<file path="src/sv/qpd_pkg.sv">
// qpd_pkg: shared constants, types and helpers for the quad pick-and-drag block.
// No dependencies; the controller, datapath and top level take names from here by scope.
`default_nettype none
package qpd_pkg;
    localparam int FRAC_BITS = 14;
    localparam int CW = 16;
    localparam int PW = 12;
    localparam int TW = 14;
    // numerator width: (2p - s) * 2^F fits in PW+2+F bits signed
    localparam int NW = PW + 2 + FRAC_BITS;
    localparam int DIV_STEPS = NW;

    localparam logic [1:0] REQ_PRESS   = 2'd0;
    localparam logic [1:0] REQ_RELEASE = 2'd1;
    localparam logic [1:0] REQ_MOTION  = 2'd2;

    localparam logic [1:0] CFG_WIDTH  = 2'd0;
    localparam logic [1:0] CFG_HEIGHT = 2'd1;
    localparam logic [1:0] CFG_TOL    = 2'd2;

    localparam logic [PW-1:0] RST_WIDTH  = 12'd800;
    localparam logic [PW-1:0] RST_HEIGHT = 12'd600;
    localparam logic [TW-1:0] RST_TOL    = 14'd819;

    localparam logic signed [CW-1:0] HALF =
        (FRAC_BITS - 1 >= 15) ? 16'sh7fff : CW'(1 << (FRAC_BITS - 1));

    typedef enum logic [3:0] {
        ST_IDLE, ST_DIVX, ST_DIVY, ST_GRAB, ST_EDGE, ST_APPLY, ST_DONE
    } t_state;

    // controller to datapath
    typedef struct packed {
        logic load;
        logic div_start_x;
        logic div_start_y;
        logic div_step;
        logic grab_step;
        logic edge_step;
        logic apply;
        logic [1:0] idx;
    } t_cmd;

    // datapath to controller
    typedef struct packed {
        logic div_last;
        logic grab_hit;
        logic holding;
    } t_stat;

    function automatic logic signed [CW-1:0] sat16(input logic signed [CW+1:0] v);
        if (v > 18'sd32767) return 16'sh7fff;
        if (v < -18'sd32768) return 16'sh8000;
        return v[CW-1:0];
    endfunction
endpackage
`default_nettype wire

</file>
<file path="src/sv/qpd_ctrl.sv">
// qpd_ctrl: sequencer for one request: two divisions, then for a press a grab walk and maybe an edge walk, apply.
// Depends on qpd_pkg.
`default_nettype none
module qpd_ctrl (
    input  wire logic          i_clk,
    input  wire logic          i_rst_n,
    input  wire logic          i_start,
    input  wire logic [1:0]    i_req,
    input  wire qpd_pkg::t_stat i_stat,
    output qpd_pkg::t_cmd      o_cmd,
    output logic               o_busy,
    output logic               o_done
);
    qpd_pkg::t_state r_state, n_state;
    logic [1:0] r_idx, n_idx;
    logic [1:0] r_req, n_req;

    // hold state, walk index and the request code taken at start
    always_ff @(posedge i_clk) begin
        if (!i_rst_n) begin
            r_state <= qpd_pkg::ST_IDLE;
            r_idx   <= 2'd0;
            r_req   <= qpd_pkg::REQ_PRESS;
        end else begin
            r_state <= n_state;
            r_idx   <= n_idx;
            r_req   <= n_req;
        end
    end

    // advance through the request
    always_comb begin
        n_state = r_state;
        n_idx   = r_idx;
        n_req   = r_req;
        o_cmd   = '0;
        o_cmd.idx = r_idx;
        o_busy  = (r_state != qpd_pkg::ST_IDLE);
        o_done  = 1'b0;
        case (r_state)
            qpd_pkg::ST_IDLE: begin
                if (i_start) begin
                    o_cmd.load = 1'b1;
                    o_cmd.div_start_x = 1'b1;
                    n_req = i_req;
                    n_state = qpd_pkg::ST_DIVX;
                end
            end
            qpd_pkg::ST_DIVX: begin
                o_cmd.div_step = 1'b1;
                if (i_stat.div_last) begin
                    o_cmd.div_start_y = 1'b1;
                    n_state = qpd_pkg::ST_DIVY;
                end
            end
            qpd_pkg::ST_DIVY: begin
                o_cmd.div_step = 1'b1;
                if (i_stat.div_last) begin
                    n_idx = 2'd0;
                    n_state = (r_req == qpd_pkg::REQ_PRESS) ? qpd_pkg::ST_GRAB
                                                           : qpd_pkg::ST_APPLY;
                end
            end
            qpd_pkg::ST_GRAB: begin
                o_cmd.grab_step = 1'b1;
                n_idx = r_idx + 2'd1;
                if (i_stat.grab_hit || r_idx == 2'd3) begin
                    n_idx = 2'd0;
                    n_state = (i_stat.grab_hit || i_stat.holding) ? qpd_pkg::ST_APPLY
                                                                  : qpd_pkg::ST_EDGE;
                end
            end
            qpd_pkg::ST_EDGE: begin
                o_cmd.edge_step = 1'b1;
                n_idx = r_idx + 2'd1;
                if (r_idx == 2'd3) n_state = qpd_pkg::ST_APPLY;
            end
            qpd_pkg::ST_APPLY: begin
                o_cmd.apply = 1'b1;
                n_state = qpd_pkg::ST_DONE;
            end
            qpd_pkg::ST_DONE: begin
                o_done = 1'b1;
                n_state = qpd_pkg::ST_IDLE;
            end
            default: n_state = qpd_pkg::ST_IDLE;
        endcase
    end
endmodule
`default_nettype wire

</file>
<file path="config.mk">
export PLATFORM = sky130hd
export DESIGN_NAME = qpd_ctrl
export DESIGN_NICKNAME = d
export VERILOG_FILES = /design/src/sv/qpd_pkg.sv /design/src/sv/qpd_ctrl.sv
export SDC_FILE = /design/constraint.sdc
export NUM_CORES = 1
export LEC_CHECK = 0
export BUFFER_PORTS_ARGS = -buffer_cell sky130_fd_sc_hd__clkbuf_2
export CORE_AREA = 3 3 40 42
export CTS_CLUSTER_SIZE = 10
export DETAILED_ROUTE_END_ITERATION = 8
export DIE_AREA = 0 0 43 45
export GPL_TIMING_DRIVEN = 1
export PLACE_DENSITY = 0.69
export SYNTH_ARGS = -nofsm -noshare
export SYNTH_HDL_FRONTEND = slang
export SYNTH_SLANG_ARGS = --single-unit
</file>
<file path="constraint.sdc">
create_clock -name i_clk -period 1.19 [get_ports i_clk]
set_input_delay 0.0595 -clock i_clk [delete_from_list [all_inputs] [get_ports i_clk]]
set_output_delay 0.0595 -clock i_clk [all_outputs]
set_load 0.1 [all_outputs]
</file>
==> impl_metrics.ini <==
[timing]
worst_pin_slew_ns = 0.262
report.final.hold_viol_count = 0
finalSetupViolations = 16
finalCriticalPeriod_ns = 1.47
finalMaxSlewViolations = 0
post-route-worst-setup-slack_ns = -0.283
finalCritPeriodShare_pct = 124
final.setup_skew_ns = 0.00237
fmax_mhz = 679
rsz0062_at_grt = true
hold_slack_ns = 0.0720
timing.slew.headroom_pct = 82.5

[place]
pre_cts_setup_slack_ns = -0.106
gpl_congestion = 0.785
place.detailed.instances = 98
place.detailed.hpwl_um = 968
detailed_place.area_um2 = 901
port_buffers = 18

[logic_synthesis]
synth_top_cells_by_area = sky130_fd_sc_hd__dfxtp_1 (29%), sky130_fd_sc_hd__mux2i_1 (8.2%), sky130_fd_sc_hd__nand2_1 (4.6%), sky130_fd_sc_hd__o21ai_0 (4.1%), sky130_fd_sc_hd__nor3b_1 (3.1%)
number_of_enable_type_register_cells_in_the_synthesized_netlist = 0
synth_seq_cells = 7
synth.top_cell.area_share_pct = 28.9
synth_cells = 57
post-synth-top-area-cell = sky130_fd_sc_hd__dfxtp_1
syn_area_um2 = 485
synthDistinctLibCells = 33
sequential_fraction_of_the_synthesis_area_pct = 28.9
synth-main-ff-cell = sky130_fd_sc_hd__dfxtp_1
syn_nets = 66
ys_warn_count = 0
asyncSetResetFlopFracSynth_pct = 0
synthesis.area_per_instance_um2 = 8.52

[routing]
drt-initial-drc-count = 14
average_wire_per_cell_in_the_routed_design_um = 13.7
via_count = 566
routed_via_density = 5.19
drcViolationCount = 0
ant_nets = 0
detail_route.wirelength_mm = 1.49
firstDrtPassIters = 4

[worst_setup_path]
reg2reg_setup_slack_ns = -0.23
timing.critical_path.max_delay_family = simple AND/OR/NAND/NOR gates
r2r_end = r_req[1]$_SDFFE_PN0P_
reg2reg_depth = 6
r2r_start = r_state[1]$_SDFFE_PN0P_
crit_path_end_kind = primary output
worst-endpoint-required_ns = 1.13
worstPathMaxFanout = 5
crit_path_cell_trace = or3_4 > nor2_4 > buf_4 > buf_12
critical_path_buf_inv_count = 2
arrival_ns = 1.41
critical_path_source_type = flop
crit_start = r_state[1]$_SDFFE_PN0P_
worst_path_largest_cell_delay_ns = 0.40
criticalPathCategory = flop to primary output
crit_path_top_delay_cell = sky130_fd_sc_hd__or3_4

[clock_tree]
tritoncts = built
clock_latency_ns = 0.25
clock_tree.buffer_depth = 2
cts_num_sinks = 7
clock_buffer_count_from_cts = 3
path_clk_slew_ns = 0.05
htree_num_levels = 1
clock-root-buffer = sky130_fd_sc_hd__clkbuf_4

[floorplanning]
top_level_ports = 19
coreArea_mm2 = 0.00128
chipHeight_um = 45
die_w_um = 43
initial_core_util_pct = 37.8
die_area_mm2 = 0.00194
std_cell_rows = 13

[grt]
grt_max_degree = 11
global_route.usage.total_pct = 15.6
antenna_found_initial = 0
grt_first_pass_wirelength_mm = 2.24
overflow = 0
first_global_vias = 542

[power_and_ir_drop]
seqPwrFrac_pct = 12.0
power_switching_share_pct = 51.0
pwr-share-comb_pct = 81.2
p_sw_mw = 1.58
pwr_density_cell_mw_per_mm2 = 3000
intPower_mw = 1.52
vdd_drop_max_mv = 2.16
total_power_mw = 3.10
pwr-share-clk_pct = 6.8
total_leakage_power_nw = 0.442

[run]
max_cap_viol_count = 0

[cells_and_area]
final_cell_count_no_fill = 109
diodes = 0
seqCellArea_um2 = 156
post_route_cells_drive_above_1_share_pct = 64.9
filler_cell_count = 64
layout.cell_area.non_filler_mm2 = 0.00103
synthToLayoutAreaGrowth_pct = 113
multi_input_comb_area_um2 = 387
final_net_count = 104

[worst_hold_path]
hold_end = r_req[0]$_SDFFE_PN0P_
hp-start = i_req[0]
hold_path_depth = 3
hold_path_class = input port to flop

[status]
failed_checks = negative setup slack
status = complete, but fails checks
-- per-layer routing --
metal  track usage [%]  vias up  wire length, um
met5                 0        -                0
met1              18.4      267              617
met2              25.4       16              801
li1                  -      279                -
met3              1.20        4               47
met4              13.9        0               27
-- cell families after synthesis --
logic type	after synthesis	share of synthesized area, %
AND/OR/NAND/NOR	24	32.2
adder cells (fa/ha/maj)	1	2.58
AO/OA/AOI/OAI	12	17.3
flip-flops	7	28.9
multiplexers	4	8.25
XOR/XNOR	1	1.80
buffers and inverters	8	9.02
-- tightest hold or removal path: stages --
cell	delay (ns)
sky130_fd_sc_hd__clkbuf_2	0.07
sky130_fd_sc_hd__mux2i_1	0.06
sky130_fd_sc_hd__nor2b_1	0.09
-- state kept, by name, summed over array words and instances, names as in the netlist --
signal,cells
r_state,3
r_idx,2
r_req,2
-- power by group through the flow --
stage	sequential, mW	combinational [mW]	clock (mW)
2_1_floorplan	0.397	1.44	0
3_3_place_gp	0.372	2.20	0
3_5_place_dp	0.379	2.22	0
4_1_cts	0.369	2.40	0.221
5_1_grt	0.378	2.62	0.234
6_report	0.371	2.51	0.210
-- final cells by class --
cell class | count | area share [%]
clock buffers | 4 | 2.55
inverters | 3 | 1.94
multi-input cells | 42 | 37.5
flip-flops and latches | 7 | 15.2
well taps | 15 | 1.82
repair buffers | 38 | 41.1
-- Yosys cell counts, types with 2 or more instances --
cell and number:
sky130_fd_sc_hd__buf_2 2, sky130_fd_sc_hd__dfxtp_1 7, sky130_fd_sc_hd__inv_1 3, sky130_fd_sc_hd__mux2i_1 4
sky130_fd_sc_hd__nand2_1 6, sky130_fd_sc_hd__nor2_1 3, sky130_fd_sc_hd__nor2b_1 2, sky130_fd_sc_hd__nor3b_1 2
sky130_fd_sc_hd__o21ai_0 4
-- placed cells by master (no fill, tap or decap), drive strengths merged, types with 2 or more instances in the layout --
cell,count
buf,31
clkbuf,11
dfxtp,7
nand2,6
o21ai,5
mux2i,4
nor2,4
nor3b,2
nor2b,2
inv,2
or3,2
-- how the worst max path moves through the flow --
stage	slack, ns	cells past startpoint	endpoint
detailed placement	-0.11	4	r_state[0]$_SDFFE_PN0P_
floorplan	-0.78	5	r_req[0]$_SDFFE_PN0P_
CTS	-0.26	4	o_cmd[8]
global placement	-0.08	4	r_state[0]$_SDFFE_PN0P_
global route	-0.32	4	o_cmd[7]
finish	-0.28	4	o_cmd[8]
-- repair_timing --
action,4_1_cts,5_1_grt
buffers inserted,5,2
resized for setup,12,4
hold buffers,0,0
pin swaps,6,2
cloned,0,0
setup endpoints to repair,16,16
-- through the flow --
step / utilization [%] / TNS, ns
floorplan: - / -4.05
global placement: 70.1 / -0.553
detailed placement: 70.1 / -0.793
CTS: 77.8 / -2.31
global route: 80.3 / -3.63
finish: 80.3 / -2.81
(Power assumes the default switching activity.)
